===== src/sv/ucs_pkg.sv =====
`default_nettype none

package ucs_pkg;

    // default width of the byte position counter
    localparam int POSITION_BITS_DEFAULT = 16;

    // default depth of the command queue between the lexer and the emitter
    localparam int QUEUE_DEPTH_DEFAULT = 4;

    // width of the token offset and length fields on the result channel
    localparam int TOKEN_BITS = 16;

    // input operations
    localparam logic OP_BYTE = 1'b0;
    localparam logic OP_END  = 1'b1;

    // delimiter characters
    localparam logic [7:0] CH_SLASH    = 8'h2F;
    localparam logic [7:0] CH_QUESTION = 8'h3F;
    localparam logic [7:0] CH_HASH     = 8'h23;
    localparam logic [7:0] CH_AT       = 8'h40;
    localparam logic [7:0] CH_COLON    = 8'h3A;

    // lexer modes
    typedef enum logic [2:0] {
        MODE_SCHEME      = 3'd0,
        MODE_AFTER_COLON = 3'd1,
        MODE_SLASH1      = 3'd2,
        MODE_AUTHORITY   = 3'd3,
        MODE_PATH        = 3'd4,
        MODE_QUERY       = 3'd5,
        MODE_FRAGMENT    = 3'd6,
        MODE_DEAD        = 3'd7
    } lex_mode_t;

    // token types
    typedef enum logic [3:0] {
        TOK_SCHEME   = 4'd0,
        TOK_USER     = 4'd1,
        TOK_PASSWORD = 4'd2,
        TOK_HOST     = 4'd3,
        TOK_PORT     = 4'd4,
        TOK_PATH     = 4'd5,
        TOK_QUERY    = 4'd6,
        TOK_FRAGMENT = 4'd7,
        TOK_END      = 4'd8
    } token_type_t;

    // result slots of one command, emitted lowest first
    localparam int SLOT_FIRST    = 0;
    localparam int SLOT_PASSWORD = 1;
    localparam int SLOT_HOST     = 2;
    localparam int SLOT_PORT     = 3;
    localparam int SLOT_END      = 4;
    localparam int NUM_SLOTS     = 5;
    localparam int SEL_BITS      = $clog2(NUM_SLOTS);

    // positions carried by one command
    localparam int IX_AUTH_BEGIN = 0;
    localparam int IX_AT         = 1;
    localparam int IX_COLON_ANY  = 2;
    localparam int IX_COLON_AT   = 3;
    localparam int IX_TOK_BEGIN  = 4;
    localparam int IX_TOK_END    = 5;
    localparam int IX_END_POS    = 6;
    localparam int NUM_POS       = 7;

    // control part of a command
    typedef struct packed {
        logic [NUM_SLOTS-1:0] mask;
        token_type_t          tok_type;
        logic                 is_auth;
        logic                 at_v;
        logic                 ovf;
    } cmd_ctl_t;

endpackage

`default_nettype wire


===== src/sv/ucs_front.sv =====
`default_nettype none

module ucs_front #(
    parameter int POSITION_BITS = ucs_pkg::POSITION_BITS_DEFAULT
) (
    input  wire logic                   clk,
    input  wire logic                   rst_n,
    input  wire logic                   in_valid,
    output logic                        in_stall,
    input  wire logic                   op,
    input  wire logic [7:0]             char_in,
    input  wire logic                   q_full,
    output logic                        push,
    output ucs_pkg::cmd_ctl_t           cmd_ctl,
    output logic [ucs_pkg::NUM_POS-1:0][POSITION_BITS-1:0] cmd_pos
);

    localparam int PB = POSITION_BITS;
    localparam logic [PB-1:0] POS_MAX = '1;

    ucs_pkg::lex_mode_t mode_reg, mode_next;
    logic [PB-1:0] pos_reg, pos_next;
    logic [PB-1:0] tb_reg, tb_next;
    logic [PB-1:0] ab_reg, ab_next;
    logic          at_v_reg, at_v_next;
    logic [PB-1:0] at_reg, at_next;
    logic          cany_v_reg, cany_v_next;
    logic [PB-1:0] cany_reg, cany_next;
    logic          cat_v_reg, cat_v_next;
    logic [PB-1:0] cat_reg, cat_next;
    logic          ovf_reg, ovf_next;

    logic          accept;
    logic          is_end;
    logic [PB-1:0] nx;
    logic [ucs_pkg::NUM_SLOTS-1:0] auth_mask;
    logic          at_eff;

    function automatic logic [PB-1:0] sat_inc(input logic [PB-1:0] x);
        return (x == POS_MAX) ? x : x + 1'b1;
    endfunction

    // input handshake
    assign in_stall = q_full;
    assign accept   = in_valid && !q_full;
    assign is_end   = (op == ucs_pkg::OP_END);
    assign nx       = sat_inc(pos_reg);

    // which authority tokens exist, from the recorded boundaries
    always_comb
    begin
        at_eff    = at_v_reg && (at_reg > ab_reg);
        auth_mask = '0;
        auth_mask[ucs_pkg::SLOT_FIRST]    = at_eff;
        auth_mask[ucs_pkg::SLOT_PASSWORD] = at_eff && cany_v_reg && (cany_reg < at_reg);
        auth_mask[ucs_pkg::SLOT_HOST]     = 1'b1;
        auth_mask[ucs_pkg::SLOT_PORT]     = at_v_reg ? cat_v_reg : cany_v_reg;
    end

    // next lexer mode
    always_comb
    begin
        mode_next = mode_reg;
        if (accept)
        begin
            if (is_end)
            begin
                mode_next = ucs_pkg::MODE_SCHEME;
            end
            else
            begin
                unique case (mode_reg)
                    ucs_pkg::MODE_SCHEME:
                    begin
                        if (char_in == ucs_pkg::CH_COLON)
                            mode_next = ucs_pkg::MODE_AFTER_COLON;
                    end
                    ucs_pkg::MODE_AFTER_COLON:
                    begin
                        if (char_in == ucs_pkg::CH_SLASH)
                            mode_next = ucs_pkg::MODE_SLASH1;
                        else if (char_in == ucs_pkg::CH_QUESTION)
                            mode_next = ucs_pkg::MODE_QUERY;
                        else if (char_in == ucs_pkg::CH_HASH)
                            mode_next = ucs_pkg::MODE_FRAGMENT;
                        else
                            mode_next = ucs_pkg::MODE_DEAD;
                    end
                    ucs_pkg::MODE_SLASH1:
                    begin
                        if (char_in == ucs_pkg::CH_SLASH)
                            mode_next = ucs_pkg::MODE_AUTHORITY;
                        else if (char_in == ucs_pkg::CH_QUESTION)
                            mode_next = ucs_pkg::MODE_QUERY;
                        else if (char_in == ucs_pkg::CH_HASH)
                            mode_next = ucs_pkg::MODE_FRAGMENT;
                        else
                            mode_next = ucs_pkg::MODE_PATH;
                    end
                    ucs_pkg::MODE_AUTHORITY:
                    begin
                        if (char_in == ucs_pkg::CH_SLASH)
                            mode_next = ucs_pkg::MODE_PATH;
                        else if (char_in == ucs_pkg::CH_QUESTION)
                            mode_next = ucs_pkg::MODE_QUERY;
                        else if (char_in == ucs_pkg::CH_HASH)
                            mode_next = ucs_pkg::MODE_FRAGMENT;
                    end
                    ucs_pkg::MODE_PATH:
                    begin
                        if (char_in == ucs_pkg::CH_QUESTION)
                            mode_next = ucs_pkg::MODE_QUERY;
                        else if (char_in == ucs_pkg::CH_HASH)
                            mode_next = ucs_pkg::MODE_FRAGMENT;
                    end
                    ucs_pkg::MODE_QUERY:
                    begin
                        if (char_in == ucs_pkg::CH_HASH)
                            mode_next = ucs_pkg::MODE_FRAGMENT;
                    end
                    ucs_pkg::MODE_FRAGMENT,
                    ucs_pkg::MODE_DEAD:
                    begin
                        mode_next = mode_reg;
                    end
                    default:
                    begin
                        mode_next = mode_reg;
                    end
                endcase
            end
        end
    end

    // position and boundary registers
    always_comb
    begin
        pos_next    = pos_reg;
        tb_next     = tb_reg;
        ab_next     = ab_reg;
        at_v_next   = at_v_reg;
        at_next     = at_reg;
        cany_v_next = cany_v_reg;
        cany_next   = cany_reg;
        cat_v_next  = cat_v_reg;
        cat_next    = cat_reg;
        ovf_next    = ovf_reg;
        if (accept)
        begin
            if (is_end)
            begin
                pos_next    = '0;
                tb_next     = '0;
                ab_next     = '0;
                at_v_next   = 1'b0;
                at_next     = '0;
                cany_v_next = 1'b0;
                cany_next   = '0;
                cat_v_next  = 1'b0;
                cat_next    = '0;
                ovf_next    = 1'b0;
            end
            else
            begin
                pos_next = nx;
                if (pos_reg == POS_MAX)
                    ovf_next = 1'b1;
                unique case (mode_reg)
                    ucs_pkg::MODE_AFTER_COLON:
                    begin
                        if (char_in == ucs_pkg::CH_SLASH)
                            tb_next = pos_reg;
                        else if (char_in == ucs_pkg::CH_QUESTION
                                 || char_in == ucs_pkg::CH_HASH)
                            tb_next = nx;
                    end
                    ucs_pkg::MODE_SLASH1:
                    begin
                        if (char_in == ucs_pkg::CH_SLASH)
                        begin
                            ab_next     = nx;
                            at_v_next   = 1'b0;
                            at_next     = '0;
                            cany_v_next = 1'b0;
                            cany_next   = '0;
                            cat_v_next  = 1'b0;
                            cat_next    = '0;
                        end
                        else if (char_in == ucs_pkg::CH_QUESTION
                                 || char_in == ucs_pkg::CH_HASH)
                        begin
                            tb_next = nx;
                        end
                    end
                    ucs_pkg::MODE_AUTHORITY:
                    begin
                        if (char_in == ucs_pkg::CH_SLASH)
                        begin
                            tb_next = pos_reg;
                        end
                        else if (char_in == ucs_pkg::CH_QUESTION
                                 || char_in == ucs_pkg::CH_HASH)
                        begin
                            tb_next = nx;
                        end
                        else if (char_in == ucs_pkg::CH_AT)
                        begin
                            at_v_next  = 1'b1;
                            at_next    = pos_reg;
                            cat_v_next = 1'b0;
                            cat_next   = '0;
                        end
                        else if (char_in == ucs_pkg::CH_COLON)
                        begin
                            if (!cany_v_reg)
                            begin
                                cany_v_next = 1'b1;
                                cany_next   = pos_reg;
                            end
                            if (at_v_reg && !cat_v_reg)
                            begin
                                cat_v_next = 1'b1;
                                cat_next   = pos_reg;
                            end
                        end
                    end
                    ucs_pkg::MODE_PATH:
                    begin
                        if (char_in == ucs_pkg::CH_QUESTION
                            || char_in == ucs_pkg::CH_HASH)
                            tb_next = nx;
                    end
                    ucs_pkg::MODE_QUERY:
                    begin
                        if (char_in == ucs_pkg::CH_HASH)
                            tb_next = nx;
                    end
                    default:
                    begin
                        tb_next = tb_reg;
                    end
                endcase
            end
        end
    end

    // command to the emitter
    always_comb
    begin
        push             = 1'b0;
        cmd_ctl.mask     = '0;
        cmd_ctl.tok_type = ucs_pkg::TOK_PATH;
        cmd_ctl.is_auth  = 1'b0;
        cmd_ctl.at_v     = at_v_reg;
        cmd_ctl.ovf      = ovf_reg;
        cmd_pos[ucs_pkg::IX_AUTH_BEGIN] = ab_reg;
        cmd_pos[ucs_pkg::IX_AT]         = at_reg;
        cmd_pos[ucs_pkg::IX_COLON_ANY]  = cany_reg;
        cmd_pos[ucs_pkg::IX_COLON_AT]   = cat_reg;
        cmd_pos[ucs_pkg::IX_TOK_BEGIN]  = tb_reg;
        cmd_pos[ucs_pkg::IX_TOK_END]    = pos_reg;
        cmd_pos[ucs_pkg::IX_END_POS]    = pos_reg;
        if (accept)
        begin
            if (is_end)
            begin
                push = 1'b1;
                cmd_ctl.mask[ucs_pkg::SLOT_END] = 1'b1;
                unique case (mode_reg)
                    ucs_pkg::MODE_SCHEME:
                    begin
                        cmd_ctl.mask[ucs_pkg::SLOT_FIRST] = 1'b1;
                        cmd_ctl.tok_type = ucs_pkg::TOK_SCHEME;
                        cmd_pos[ucs_pkg::IX_TOK_BEGIN] = '0;
                    end
                    ucs_pkg::MODE_SLASH1:
                    begin
                        cmd_ctl.mask[ucs_pkg::SLOT_FIRST] = 1'b1;
                        cmd_ctl.tok_type = ucs_pkg::TOK_PATH;
                        cmd_pos[ucs_pkg::IX_TOK_END] = sat_inc(tb_reg);
                    end
                    ucs_pkg::MODE_AUTHORITY:
                    begin
                        cmd_ctl.mask    = auth_mask;
                        cmd_ctl.mask[ucs_pkg::SLOT_END] = 1'b1;
                        cmd_ctl.is_auth = 1'b1;
                    end
                    ucs_pkg::MODE_PATH:
                    begin
                        cmd_ctl.mask[ucs_pkg::SLOT_FIRST] = 1'b1;
                        cmd_ctl.tok_type = ucs_pkg::TOK_PATH;
                    end
                    ucs_pkg::MODE_QUERY:
                    begin
                        cmd_ctl.mask[ucs_pkg::SLOT_FIRST] = 1'b1;
                        cmd_ctl.tok_type = ucs_pkg::TOK_QUERY;
                    end
                    ucs_pkg::MODE_FRAGMENT:
                    begin
                        cmd_ctl.mask[ucs_pkg::SLOT_FIRST] = 1'b1;
                        cmd_ctl.tok_type = ucs_pkg::TOK_FRAGMENT;
                    end
                    default:
                    begin
                        cmd_ctl.tok_type = ucs_pkg::TOK_END;
                    end
                endcase
            end
            else
            begin
                unique case (mode_reg)
                    ucs_pkg::MODE_SCHEME:
                    begin
                        if (char_in == ucs_pkg::CH_COLON)
                        begin
                            push = 1'b1;
                            cmd_ctl.mask[ucs_pkg::SLOT_FIRST] = 1'b1;
                            cmd_ctl.tok_type = ucs_pkg::TOK_SCHEME;
                            cmd_pos[ucs_pkg::IX_TOK_BEGIN] = '0;
                        end
                    end
                    ucs_pkg::MODE_SLASH1,
                    ucs_pkg::MODE_PATH:
                    begin
                        if (char_in == ucs_pkg::CH_QUESTION || char_in == ucs_pkg::CH_HASH)
                        begin
                            push = 1'b1;
                            cmd_ctl.mask[ucs_pkg::SLOT_FIRST] = 1'b1;
                            cmd_ctl.tok_type = ucs_pkg::TOK_PATH;
                        end
                    end
                    ucs_pkg::MODE_AUTHORITY:
                    begin
                        if (char_in == ucs_pkg::CH_SLASH || char_in == ucs_pkg::CH_QUESTION
                            || char_in == ucs_pkg::CH_HASH)
                        begin
                            push            = 1'b1;
                            cmd_ctl.mask    = auth_mask;
                            cmd_ctl.is_auth = 1'b1;
                        end
                    end
                    ucs_pkg::MODE_QUERY:
                    begin
                        if (char_in == ucs_pkg::CH_HASH)
                        begin
                            push = 1'b1;
                            cmd_ctl.mask[ucs_pkg::SLOT_FIRST] = 1'b1;
                            cmd_ctl.tok_type = ucs_pkg::TOK_QUERY;
                        end
                    end
                    default:
                    begin
                        push = 1'b0;
                    end
                endcase
            end
        end
    end

    // state registers
    always_ff @(posedge clk or negedge rst_n)
    begin
        if (!rst_n)
        begin
            mode_reg   <= ucs_pkg::MODE_SCHEME;
            pos_reg    <= '0;
            tb_reg     <= '0;
            ab_reg     <= '0;
            at_v_reg   <= 1'b0;
            at_reg     <= '0;
            cany_v_reg <= 1'b0;
            cany_reg   <= '0;
            cat_v_reg  <= 1'b0;
            cat_reg    <= '0;
            ovf_reg    <= 1'b0;
        end
        else
        begin
            mode_reg   <= mode_next;
            pos_reg    <= pos_next;
            tb_reg     <= tb_next;
            ab_reg     <= ab_next;
            at_v_reg   <= at_v_next;
            at_reg     <= at_next;
            cany_v_reg <= cany_v_next;
            cany_reg   <= cany_next;
            cat_v_reg  <= cat_v_next;
            cat_reg    <= cat_next;
            ovf_reg    <= ovf_next;
        end
    end

    // an end transaction leaves the lexer ready for a fresh url
    a_end_resets: assert property (@(posedge clk) disable iff (!rst_n)
        (accept && is_end) |=> (mode_reg == ucs_pkg::MODE_SCHEME && pos_reg == '0
                                && !ovf_reg && !at_v_reg))
        else $error("lexer state not cleared after end transaction");

endmodule

`default_nettype wire


===== src/sv/ucs_queue.sv =====
`default_nettype none

module ucs_queue #(
    parameter int DEPTH      = ucs_pkg::QUEUE_DEPTH_DEFAULT,
    parameter int DATA_BITS  = 8
) (
    input  wire logic                 clk,
    input  wire logic                 rst_n,
    input  wire logic                 push,
    input  wire logic [DATA_BITS-1:0] push_data,
    input  wire logic                 pop,
    output logic                      full,
    output logic                      not_empty,
    output logic [DATA_BITS-1:0]      head
);

    localparam int PTR_BITS   = (DEPTH > 1) ? $clog2(DEPTH) : 1;
    localparam int COUNT_BITS = $clog2(DEPTH + 1);

    logic [DATA_BITS-1:0]  mem [DEPTH];
    logic [PTR_BITS-1:0]   wr_ptr_reg, wr_ptr_next;
    logic [PTR_BITS-1:0]   rd_ptr_reg, rd_ptr_next;
    logic [COUNT_BITS-1:0] count_reg, count_next;
    logic                  do_push;
    logic                  do_pop;

    function automatic logic [PTR_BITS-1:0] ptr_inc(input logic [PTR_BITS-1:0] p);
        return (p == PTR_BITS'(DEPTH - 1)) ? '0 : p + 1'b1;
    endfunction

    assign full      = (count_reg == COUNT_BITS'(DEPTH));
    assign not_empty = (count_reg != '0);
    assign head      = mem[rd_ptr_reg];
    assign do_push   = push && !full;
    assign do_pop    = pop && not_empty;

    // pointer and fill count update
    always_comb
    begin
        wr_ptr_next = do_push ? ptr_inc(wr_ptr_reg) : wr_ptr_reg;
        rd_ptr_next = do_pop ? ptr_inc(rd_ptr_reg) : rd_ptr_reg;
        count_next  = count_reg;
        if (do_push && !do_pop)
            count_next = count_reg + 1'b1;
        else if (do_pop && !do_push)
            count_next = count_reg - 1'b1;
    end

    // storage
    always_ff @(posedge clk)
    begin
        if (do_push)
            mem[wr_ptr_reg] <= push_data;
    end

    always_ff @(posedge clk or negedge rst_n)
    begin
        if (!rst_n)
        begin
            wr_ptr_reg <= '0;
            rd_ptr_reg <= '0;
            count_reg  <= '0;
        end
        else
        begin
            wr_ptr_reg <= wr_ptr_next;
            rd_ptr_reg <= rd_ptr_next;
            count_reg  <= count_next;
        end
    end

    // the lexer only pushes when there is room
    a_no_push_full: assert property (@(posedge clk) disable iff (!rst_n)
        push |-> !full)
        else $error("command pushed into a full queue");

endmodule

`default_nettype wire


===== src/sv/ucs_back.sv =====
`default_nettype none

module ucs_back #(
    parameter int POSITION_BITS = ucs_pkg::POSITION_BITS_DEFAULT
) (
    input  wire logic                 clk,
    input  wire logic                 rst_n,
    input  wire logic                 cmd_valid,
    output logic                      cmd_pop,
    input  wire ucs_pkg::cmd_ctl_t    cmd_ctl,
    input  wire logic [ucs_pkg::NUM_POS-1:0][POSITION_BITS-1:0] cmd_pos,
    output logic                      out_valid,
    input  wire logic                 out_stall,
    output logic [3:0]                token_type,
    output logic [ucs_pkg::TOKEN_BITS-1:0] token_start,
    output logic [ucs_pkg::TOKEN_BITS-1:0] token_length,
    output logic                      overflow,
    output logic                      last
);

    localparam int PB = POSITION_BITS;
    localparam int TB = ucs_pkg::TOKEN_BITS;
    localparam logic [PB-1:0] POS_MAX = '1;

    logic [ucs_pkg::NUM_SLOTS-1:0] mask_reg, mask_next, mask_after;
    ucs_pkg::cmd_ctl_t             ctl_reg;
    logic [ucs_pkg::NUM_POS-1:0][PB-1:0] pos_reg;

    logic                          out_valid_reg, out_valid_next;
    ucs_pkg::token_type_t          type_reg;
    logic [TB-1:0]                 start_reg;
    logic [TB-1:0]                 length_reg;
    logic                          ovf_reg;
    logic                          last_reg;

    logic [ucs_pkg::SEL_BITS-1:0]  sel;
    logic                          emit;
    ucs_pkg::token_type_t          sel_type;
    logic [PB-1:0]                 sel_begin;
    logic [PB-1:0]                 sel_end;
    logic [PB-1:0]                 sel_len;
    logic [PB-1:0]                 hp_colon;
    logic [PB+TB-1:0]              start_wide;
    logic [PB+TB-1:0]              len_wide;

    function automatic logic [PB-1:0] sat_inc(input logic [PB-1:0] x);
        return (x == POS_MAX) ? x : x + 1'b1;
    endfunction

    // lowest pending slot goes out first
    always_comb
    begin
        sel = '0;
        for (int i = ucs_pkg::NUM_SLOTS - 1; i >= 0; i--)
        begin
            if (mask_reg[i])
                sel = ucs_pkg::SEL_BITS'(i);
        end
    end

    assign emit       = (mask_reg != '0) && (!out_valid_reg || !out_stall);
    assign mask_after = emit ? (mask_reg & ~(ucs_pkg::NUM_SLOTS'(1) << sel)) : mask_reg;
    assign cmd_pop    = (mask_after == '0) && cmd_valid;
    assign mask_next  = cmd_pop ? cmd_ctl.mask : mask_after;

    // token type and extent of the selected slot
    always_comb
    begin
        hp_colon = ctl_reg.at_v ? pos_reg[ucs_pkg::IX_COLON_AT]
                                : pos_reg[ucs_pkg::IX_COLON_ANY];
        unique case (sel)
            ucs_pkg::SEL_BITS'(ucs_pkg::SLOT_FIRST):
            begin
                if (ctl_reg.is_auth)
                begin
                    sel_type  = ucs_pkg::TOK_USER;
                    sel_begin = pos_reg[ucs_pkg::IX_AUTH_BEGIN];
                    sel_end   = ctl_reg.mask[ucs_pkg::SLOT_PASSWORD]
                                ? pos_reg[ucs_pkg::IX_COLON_ANY] : pos_reg[ucs_pkg::IX_AT];
                end
                else
                begin
                    sel_type  = ctl_reg.tok_type;
                    sel_begin = pos_reg[ucs_pkg::IX_TOK_BEGIN];
                    sel_end   = pos_reg[ucs_pkg::IX_TOK_END];
                end
            end
            ucs_pkg::SEL_BITS'(ucs_pkg::SLOT_PASSWORD):
            begin
                sel_type  = ucs_pkg::TOK_PASSWORD;
                sel_begin = sat_inc(pos_reg[ucs_pkg::IX_COLON_ANY]);
                sel_end   = pos_reg[ucs_pkg::IX_AT];
            end
            ucs_pkg::SEL_BITS'(ucs_pkg::SLOT_HOST):
            begin
                sel_type  = ucs_pkg::TOK_HOST;
                sel_begin = ctl_reg.at_v ? sat_inc(pos_reg[ucs_pkg::IX_AT])
                                         : pos_reg[ucs_pkg::IX_AUTH_BEGIN];
                sel_end   = ctl_reg.mask[ucs_pkg::SLOT_PORT]
                            ? hp_colon : pos_reg[ucs_pkg::IX_TOK_END];
            end
            ucs_pkg::SEL_BITS'(ucs_pkg::SLOT_PORT):
            begin
                sel_type  = ucs_pkg::TOK_PORT;
                sel_begin = sat_inc(hp_colon);
                sel_end   = pos_reg[ucs_pkg::IX_TOK_END];
            end
            default:
            begin
                sel_type  = ucs_pkg::TOK_END;
                sel_begin = pos_reg[ucs_pkg::IX_END_POS];
                sel_end   = pos_reg[ucs_pkg::IX_END_POS];
            end
        endcase
        sel_len    = (sel_end >= sel_begin) ? (sel_end - sel_begin) : '0;
        start_wide = (PB + TB)'(sel_begin);
        len_wide   = (PB + TB)'(sel_len);
    end

    // output register valid
    always_comb
    begin
        if (emit)
            out_valid_next = 1'b1;
        else if (!out_stall)
            out_valid_next = 1'b0;
        else
            out_valid_next = out_valid_reg;
    end

    always_ff @(posedge clk or negedge rst_n)
    begin
        if (!rst_n)
        begin
            mask_reg      <= '0;
            out_valid_reg <= 1'b0;
        end
        else
        begin
            mask_reg      <= mask_next;
            out_valid_reg <= out_valid_next;
        end
    end

    // command and result payload
    always_ff @(posedge clk)
    begin
        if (cmd_pop)
        begin
            ctl_reg <= cmd_ctl;
            pos_reg <= cmd_pos;
        end
        if (emit)
        begin
            type_reg   <= sel_type;
            start_reg  <= start_wide[TB-1:0];
            length_reg <= len_wide[TB-1:0];
            ovf_reg    <= ctl_reg.ovf;
            last_reg   <= (mask_after == '0);
        end
    end

    assign out_valid    = out_valid_reg;
    assign token_type   = type_reg;
    assign token_start  = start_reg;
    assign token_length = length_reg;
    assign overflow     = ovf_reg;
    assign last         = last_reg;

    // the end token always closes its transaction
    a_end_is_last: assert property (@(posedge clk) disable iff (!rst_n)
        (out_valid_reg && type_reg == ucs_pkg::TOK_END) |-> last_reg)
        else $error("end token without last");

    // nothing goes out once the current command and the queue are drained
    a_no_invented: assert property (@(posedge clk) disable iff (!rst_n)
        (out_valid_reg && !out_stall && mask_reg == '0 && !cmd_valid) |=> !out_valid_reg)
        else $error("result shown with no pending command");

    // a new command is loaded only when the current one is spent
    a_pop_when_done: assert property (@(posedge clk) disable iff (!rst_n)
        cmd_pop |-> (mask_reg == '0 || (emit && $countones(mask_reg) == 1)))
        else $error("command loaded over unfinished results");

endmodule

`default_nettype wire


===== src/sv/url_component_splitter.sv =====
`default_nettype none

// Streaming URL tokenizer. One byte (op = 0) or the end mark (op = 1) is taken per cycle
// with no gap between transactions while the command queue is not full; the lexer tracks
// scheme, authority boundaries ('@' and colons), path, query and fragment in registers
// and, for each transaction that closes tokens, pushes one command into a QUEUE_DEPTH-entry
// command queue. The emitter expands a command into one to five token descriptors, one per
// cycle while out_stall is low, through an output register; in_stall rises only while the
// command queue is full. Offsets saturate at 2^POSITION_BITS - 1 and then set overflow, and
// the end mark emits an end token and returns the lexer to its reset state.
module url_component_splitter #(
    parameter int POSITION_BITS = ucs_pkg::POSITION_BITS_DEFAULT,
    parameter int QUEUE_DEPTH   = ucs_pkg::QUEUE_DEPTH_DEFAULT
) (
    input  wire logic        clk,
    input  wire logic        rst_n,
    input  wire logic        in_valid,
    output logic             in_stall,
    input  wire logic        op,
    input  wire logic [7:0]  char_in,
    output logic             out_valid,
    input  wire logic        out_stall,
    output logic [3:0]       token_type,
    output logic [ucs_pkg::TOKEN_BITS-1:0] token_start,
    output logic [ucs_pkg::TOKEN_BITS-1:0] token_length,
    output logic             overflow,
    output logic             last
);

    localparam int POS_VEC_BITS = ucs_pkg::NUM_POS * POSITION_BITS;
    localparam int CMD_BITS     = $bits(ucs_pkg::cmd_ctl_t) + POS_VEC_BITS;

    logic                                            push;
    ucs_pkg::cmd_ctl_t                               front_ctl;
    logic [ucs_pkg::NUM_POS-1:0][POSITION_BITS-1:0]  front_pos;
    logic                                            q_full;
    logic                                            q_not_empty;
    logic                                            q_pop;
    logic [CMD_BITS-1:0]                             q_head;
    ucs_pkg::cmd_ctl_t                               head_ctl;
    logic [ucs_pkg::NUM_POS-1:0][POSITION_BITS-1:0]  head_pos;

    // lexer
    ucs_front #(
        .POSITION_BITS (POSITION_BITS)
    ) u_front (
        .clk      (clk),
        .rst_n    (rst_n),
        .in_valid (in_valid),
        .in_stall (in_stall),
        .op       (op),
        .char_in  (char_in),
        .q_full   (q_full),
        .push     (push),
        .cmd_ctl  (front_ctl),
        .cmd_pos  (front_pos)
    );

    // command queue
    ucs_queue #(
        .DEPTH     (QUEUE_DEPTH),
        .DATA_BITS (CMD_BITS)
    ) u_queue (
        .clk       (clk),
        .rst_n     (rst_n),
        .push      (push),
        .push_data ({front_ctl, front_pos}),
        .pop       (q_pop),
        .full      (q_full),
        .not_empty (q_not_empty),
        .head      (q_head)
    );

    assign head_ctl = q_head[CMD_BITS-1:POS_VEC_BITS];
    assign head_pos = q_head[POS_VEC_BITS-1:0];

    // token emitter
    ucs_back #(
        .POSITION_BITS (POSITION_BITS)
    ) u_back (
        .clk          (clk),
        .rst_n        (rst_n),
        .cmd_valid    (q_not_empty),
        .cmd_pop      (q_pop),
        .cmd_ctl      (head_ctl),
        .cmd_pos      (head_pos),
        .out_valid    (out_valid),
        .out_stall    (out_stall),
        .token_type   (token_type),
        .token_start  (token_start),
        .token_length (token_length),
        .overflow     (overflow),
        .last         (last)
    );

endmodule

`default_nettype wire


===== config.mk =====
export PLATFORM = sky130hd
export DESIGN_NAME = url_component_splitter
export DESIGN_NICKNAME = d
export VERILOG_FILES = /design/src/sv/ucs_pkg.sv /design/src/sv/ucs_front.sv /design/src/sv/ucs_queue.sv /design/src/sv/ucs_back.sv /design/src/sv/url_component_splitter.sv
export SDC_FILE = /design/constraint.sdc
export NUM_CORES = 1
export LEC_CHECK = 0
export BUFFER_PORTS_ARGS = -buffer_cell sky130_fd_sc_hd__clkbuf_2
export CAP_MARGIN = 0
export CORE_MARGIN = 2
export CORE_UTILIZATION = 60
export CTS_CLUSTER_DIAMETER = 50
export DETAILED_ROUTE_END_ITERATION = 16
export GPL_TIMING_DRIVEN = 0
export PLACE_DENSITY = 0.77
export SLEW_MARGIN = 20
export SYNTH_ARGS = -nofsm -noshare
export SYNTH_HDL_FRONTEND = slang
export SYNTH_SLANG_ARGS = --single-unit
export TNS_END_PERCENT = 100

===== constraint.sdc =====
create_clock -name clk -period 6.9 [get_ports clk]
set_input_delay 1.035 -clock clk [delete_from_list [all_inputs] [get_ports clk]]
set_output_delay 1.035 -clock clk [all_outputs]
set_load 0.05 [all_outputs]

# == After elaboration in Yosys (flattened, before gate mapping) ==
# Memory sizes are Yosys's and may differ from the RTL's.
# Index checks and enable logic that the tools add are counted.
# word_totals
reg_bits,277
ram_bits,496
in_bits,13
output_inout_bits,40
wordCells,254
mem_count,1
# mem_list
name,words,word_bits,read_ports,rd_clocked_by_memory_dff,wr,line,text
u_queue.mem,4,124,1,0,1,ucs_queue.sv:20,logic [DATA_BITS-1:0] mem [DEPTH];
# op_classes
n_addsub,10
magnitude_cmp,3
eq_ne,37
shifts,1
n_mux,122
bitwise,2
n_reduce_logical,45
# ops
cell,n
2-to-1 mux 16 bit,43
case mux 16 bit (4 select lines),3
case mux 16 bit (2 select lines),3
adder 16 x 1 -> 16 bit (second input constant),5
== test 16 bit (second input constant),5
2-to-1 mux 3 bit,18
== test 8 x 6 -> 1 bit (second input constant),4
2-to-1 mux 1 bit,32
2-to-1 mux 32 bit,1
case mux 4 bit (4 select lines),2
2-to-1 mux 5 bit,5
2-to-1 mux 10 bit,2
case mux 3 bit (6 select lines),1
>= comparator 16 bit,1
greater-than comparator 16 bit,1
< comparator 16 bit,1
subtractor 16 bit,1
== test 3 bit (second input constant),5
!= test 3 x 2 -> 1 bit (second input constant),5
!= test 3 bit (second input constant),5
AND reduction 7 bit,2
== test 3 x 2 -> 1 bit (second input constant),4
case mux 4 bit (3 select lines),1
logical AND 1 bit,11
other kinds (31),59

# == Longest topological paths before layout ==
# logic_depth
depth_word,15
mapped_depth,22
depth_no_buf,16

# == Hierarchy ==
# A second synthesis with hierarchy kept.
# hier_totals
hier_cells,2304
hier_area_um2,34272.9
# modules_own_cells
mod,instances,cells_per_inst,area_per_inst_um2,seq_area_each_um2
ucs_queue,1,685,18290.0,15069.5
ucs_back,1,807,9062.4,4924.7
ucs_front,1,812,6920.4,2577.5

# == Least setup slack after synthesis ==
# No wires, ideal clock.
# synth_path
path_type,input to register
start,input out_stall
end,register u_queue.count_reg[1]
setup_ps,125
t_arrival_ps,6293
required_time_ps,6775
slack_ps,482
cell_stages,10
path_buffers,1
cell_sequence,a21oi_1 > o211ai_1 > nand2_1 > o31a_1 > clkbuf_1 > inv_1 > ha_1 > inv_1 > fa_1 > mux2_2
# synth_via
elab_chain_cells,10
elab_cells_between_ends,12
cone_classes,mux (2); reduce/logical (10)
# synth_rtl
item,line,text
from (decl),url_component_splitter.sv:22,"input wire logic out_stall,"
zero test 1 bit,ucs_back.sv:61,assign emit = (mask_reg != '0) && (!out_valid_reg || !out_stall);
logical OR 1 bit,ucs_back.sv:61,
logical AND 1 bit,ucs_back.sv:61,
2-to-1 mux 5 bit,ucs_back.sv:62,assign mask_after = emit ? (mask_reg & ~(ucs_pkg::NUM_SLOTS'(1) << sel)) : mask_reg;
zero test 5 bit,ucs_back.sv:63,assign cmd_pop = (mask_after == '0) && cmd_valid;
logical AND 1 bit,ucs_back.sv:63,
logical AND 1 bit,ucs_queue.sv:35,assign do_pop = pop && not_empty;
zero test 1 bit,ucs_queue.sv:43,if (do_push && !do_pop)
logical AND 1 bit,ucs_queue.sv:43,
2-to-1 mux 3 bit,ucs_queue.sv:43,
via u_queue.count_next[1],ucs_queue.sv:23,"logic [COUNT_BITS-1:0] count_reg, count_next;"
to (signal assigned),ucs_queue.sv:68,count_reg <= count_next;
to (decl),ucs_queue.sv:23,
# The timed path passes the listed nets, and every way through them passes these cells.
# A chain may end at the register's enable or synchronous reset.

# == Worst setup path in the final report ==
# layout_path
start,register u_back.ctl_reg[1] (netlist name)
end,"register u_back.length_reg[4] (netlist: u_back.token_length[4]), data pin"
# layout_via
elab_chain_cells,5
elab_cells_between_ends,10
cone_classes,add/sub (2); order compare (1); eq/ne (1); mux (6)
# layout_rtl
item,line,text
from (decl),ucs_back.sv:26,ucs_pkg::cmd_ctl_t ctl_reg;
from (signal assigned),ucs_back.sv:150,ctl_reg <= cmd_ctl;
2-to-1 mux 16 bit,ucs_back.sv:69,hp_colon = ctl_reg.at_v ? pos_reg[ucs_pkg::IX_COLON_AT]
adder 16 x 1 -> 16 bit / == test 16 bit (equally long branches),ucs_back.sv:47,return (x == POS_MAX) ? x : x + 1'b1;
2-to-1 mux 16 bit,ucs_back.sv:47,
case mux 16 bit (4 select lines),ucs_back.sv:71,unique case (sel)
subtractor 16 bit / >= comparator 16 bit (equally long branches),ucs_back.sv:115,sel_len = (sel_end >= sel_begin) ? (sel_end - sel_begin) : '0;
to (signal assigned),ucs_back.sv:157,length_reg <= len_wide[TB-1:0];
to (decl),ucs_back.sv:32,logic [TB-1:0] length_reg;
# Parallel ways exist; a longest one is shown, timed or not.

==> metrics <==
Seq/Total Area, Yosys 0.664; Initial Utilization 0.603; post-placement cell count a little over 3000; global-route wire length before repair roughly 150000 um; Power Density 521 nW/um^2; CTS tree yes; Final Setup Violations 0; peak supply drop 0.000476 V; max-cap viol count 0; Post-CTS Setup Repair Bufs 0; clk slew on worst S/H paths approximately 0.060 ns; Worst Setup End Kind register; vias per cell between 6 and 7; Achievable Freq 166 MHz; post-synthesis cell count about 2300; Crit Path Category reg2reg; number of synthesized flops with an enable pin between 600 and 700; HP Class in2async; Resized Gates After CTS 0; DRC 0; status complete, no violations; Startpoint Class register; Period Utilization, post-route 0.874; CP max stage delay roughly 0.90 ns; routability cong. just over 1; Leak roughly 14 nW; relative slew slack 0.173; Avg WL per Cell roughly 31 um; Starting DRT DRC Count about 2700; Area Overhead vs Synth 13.9%; GRT Total Usage 0.356; I/O Buffers 50; Synth Warn # 0; first-pass detailed-route iteration total 8; FP Rows 87; die area between 50000 and 60000 um^2; largest net degree at the start of global routing 71; die width roughly 240 um; Die Y ~240 um; ratio of cells with drive above 1 in the final layout 0.179; clock period minus worst slack about 6 ns; CP arrival 6.37 ns; top-area cell type share of the netlist area 0.578; Post-synth ARST share 0.151; post-synth cell types approximately 100; flops & latches, synth 767; syn nets between 2000 and 2500; count leader, synth edfxtp_1; Post-CTS Hold Fix Bufs 0; Synth area leader edfxtp_1; vias in the first global route 21500; Num CTS Buffers 85; Fin. Hold Viols 0; NumNets Final 2501; reg2reg start u_back.ctl_reg[1]; via count roughly 22000; Critical path origin u_back.ctl_reg[1]; ANT nets after route 0; Total Wirelength 102000 um; most frequent cells after synthesis edfxtp_1 (651), nand2_1 (180), mux4_2 (123), o21ai_0 (123), dfrtp_1 (116); H-Tree Depth 3; Core Area 56100 um^2; worst skew pair latency approximately 0.65 ns; Fin Clk Skew 0.0497 ns; CTS Buffer Depth 3; Worst EP required ~7.2 ns; clk root buf clkbuf_16; GR Overflow Total 0; Layout Cells excl Fill 3258; Core Util, Final 0.687; Cell Chain, Critical Path buf_6, buf_6, buf_2, buf_2, mux2_2, ha_1, inv_1, a211o_1, a31oi_1, nand3_1, xor2_1, a2111oi_1, ha_1, and3_1, nand3_1, a21oi_1, o2111ai_1, a31o_2, clkbuf_1, nor2_1; RSZ-0062 raised after global routing false; Ports 53; initial antenna violation count 12; Worst-Margin Slew 1.24 ns; synthesized cell area between 30000 and 40000 um^2; Syn Area/Cell between 10 and 15 um^2; crit path max-delay cell type a2111oi_1; Largest register FFs between 400 and 500; CTS sink cnt approximately 770; CP max FO 10; Area contributors post-synth edfxtp_1 (58%), dfrtp_1 (8.6%), mux4_2 (8.2%); Main synth FF type edfxtp_1; DPL Wire Length around 71000 um; max-slew violations 0
worst max-delay path: cells and delay by family (launching register included):
family	cells	cell delay, ns
buffers and inverters	6	1.48
AOI/OAI and AO/OA	6	2.18
muxes	1	0.26
adders and majority gates	2	0.67
xor gates and xnor gates	1	0.18
and+or+nand+nor	4	0.61
DFF	1	0.37
area by class of cell:
cell class	instances	area, um^2
fillers	3710	17600
repair buffers	67	669
flip-flops and latches	767	22500
clock inverters	49	641
diodes	1	2.50
clock buffers	111	2390
multi-input cells	1320	10600
plain buffers	130	577
well taps	756	946
inverters	57	214
cells in the final DEF (no fill, tap or decap), types with 55 or more instances in the layout:
cell type	n
edfxtp_1	651
nand2_1	180
o21ai_0	123
mux4_2	123
dfrtp_1	116
nor2_1	113
a21oi_1	92
clkbuf_16	89
clkbuf_1	78
nand3_1	70
ha_1	58
inv_1	57
clkbuf_2	55
layer usage:
| metal | vias to the layer above | share of wire | GRT usage |
|---|---|---|---|
| met4 | 14 | 0.060 | 0.189 |
| met2 | 1414 | 0.47 | 0.556 |
| li1 | 9291 | - | - |
| met5 | - | 0.00086 | 0 |
| met3 | 293 | 0.11 | 0.0843 |
| met1 | 11200 | 0.37 | 0.469 |
stage by stage:
stage | TNS [ns] | area, um^2 | setup WS (ns) | total power [mW] | hold slack, ns
6_report | 0 | 38500 | 0.868 | 20.1 | 0.323
2_1_floorplan | 0 | 33800 | 0.482 | 12.3 | 0.400
4_1_cts | 0 | 38500 | 1.01 | 19.9 | 0.309
3_5_place_dp | 0 | 35500 | 1.07 | 15.1 | 0.453
5_1_grt | 0 | 38500 | 0.693 | 20.8 | 0.331
3_3_place_gp | -1022.61 | 35000 | -2.14 | 14.6 | 0.446
worst paths after layout:
| kind | cells past startpoint | slack [ns] | to |
|---|---|---|---|
| max | 20 | 0.87 | u_back.token_length[4] |
| min | 1 | 0.32 | u_front.cany_reg[3] |
| max reg2reg | 20 | 0.87 | u_back.token_length[4] |
| min reg2reg | 0 | 0.47 | u_back.overflow |
| max in group asynchronous | 2 | 5.81 | u_front.tb_reg[4] |
| min in group clk | 0 | 0.47 | u_back.overflow |
report_power, final:
group / switching (mW) / internal (mW)
clock: 1.93 / 2.84
combinational: 5.16 / 2.80
sequential: 0.854 / 6.49
cells by family (layout without fill, tap and decap cells):
family,after synthesis,in the layout,share of synthesized area
DFF,767,767,0.664
and+or+nand+nor,564,564,0.0837
AOI/OAI and AO/OA,466,466,0.0936
buffers and inverters,187,414,0.0232
muxes,182,182,0.101
adders and majority gates,60,60,0.0226
xor gates and xnor gates,48,48,0.0124
other,0,1,0
Note: power is estimated with default switching activity, not from simulation.
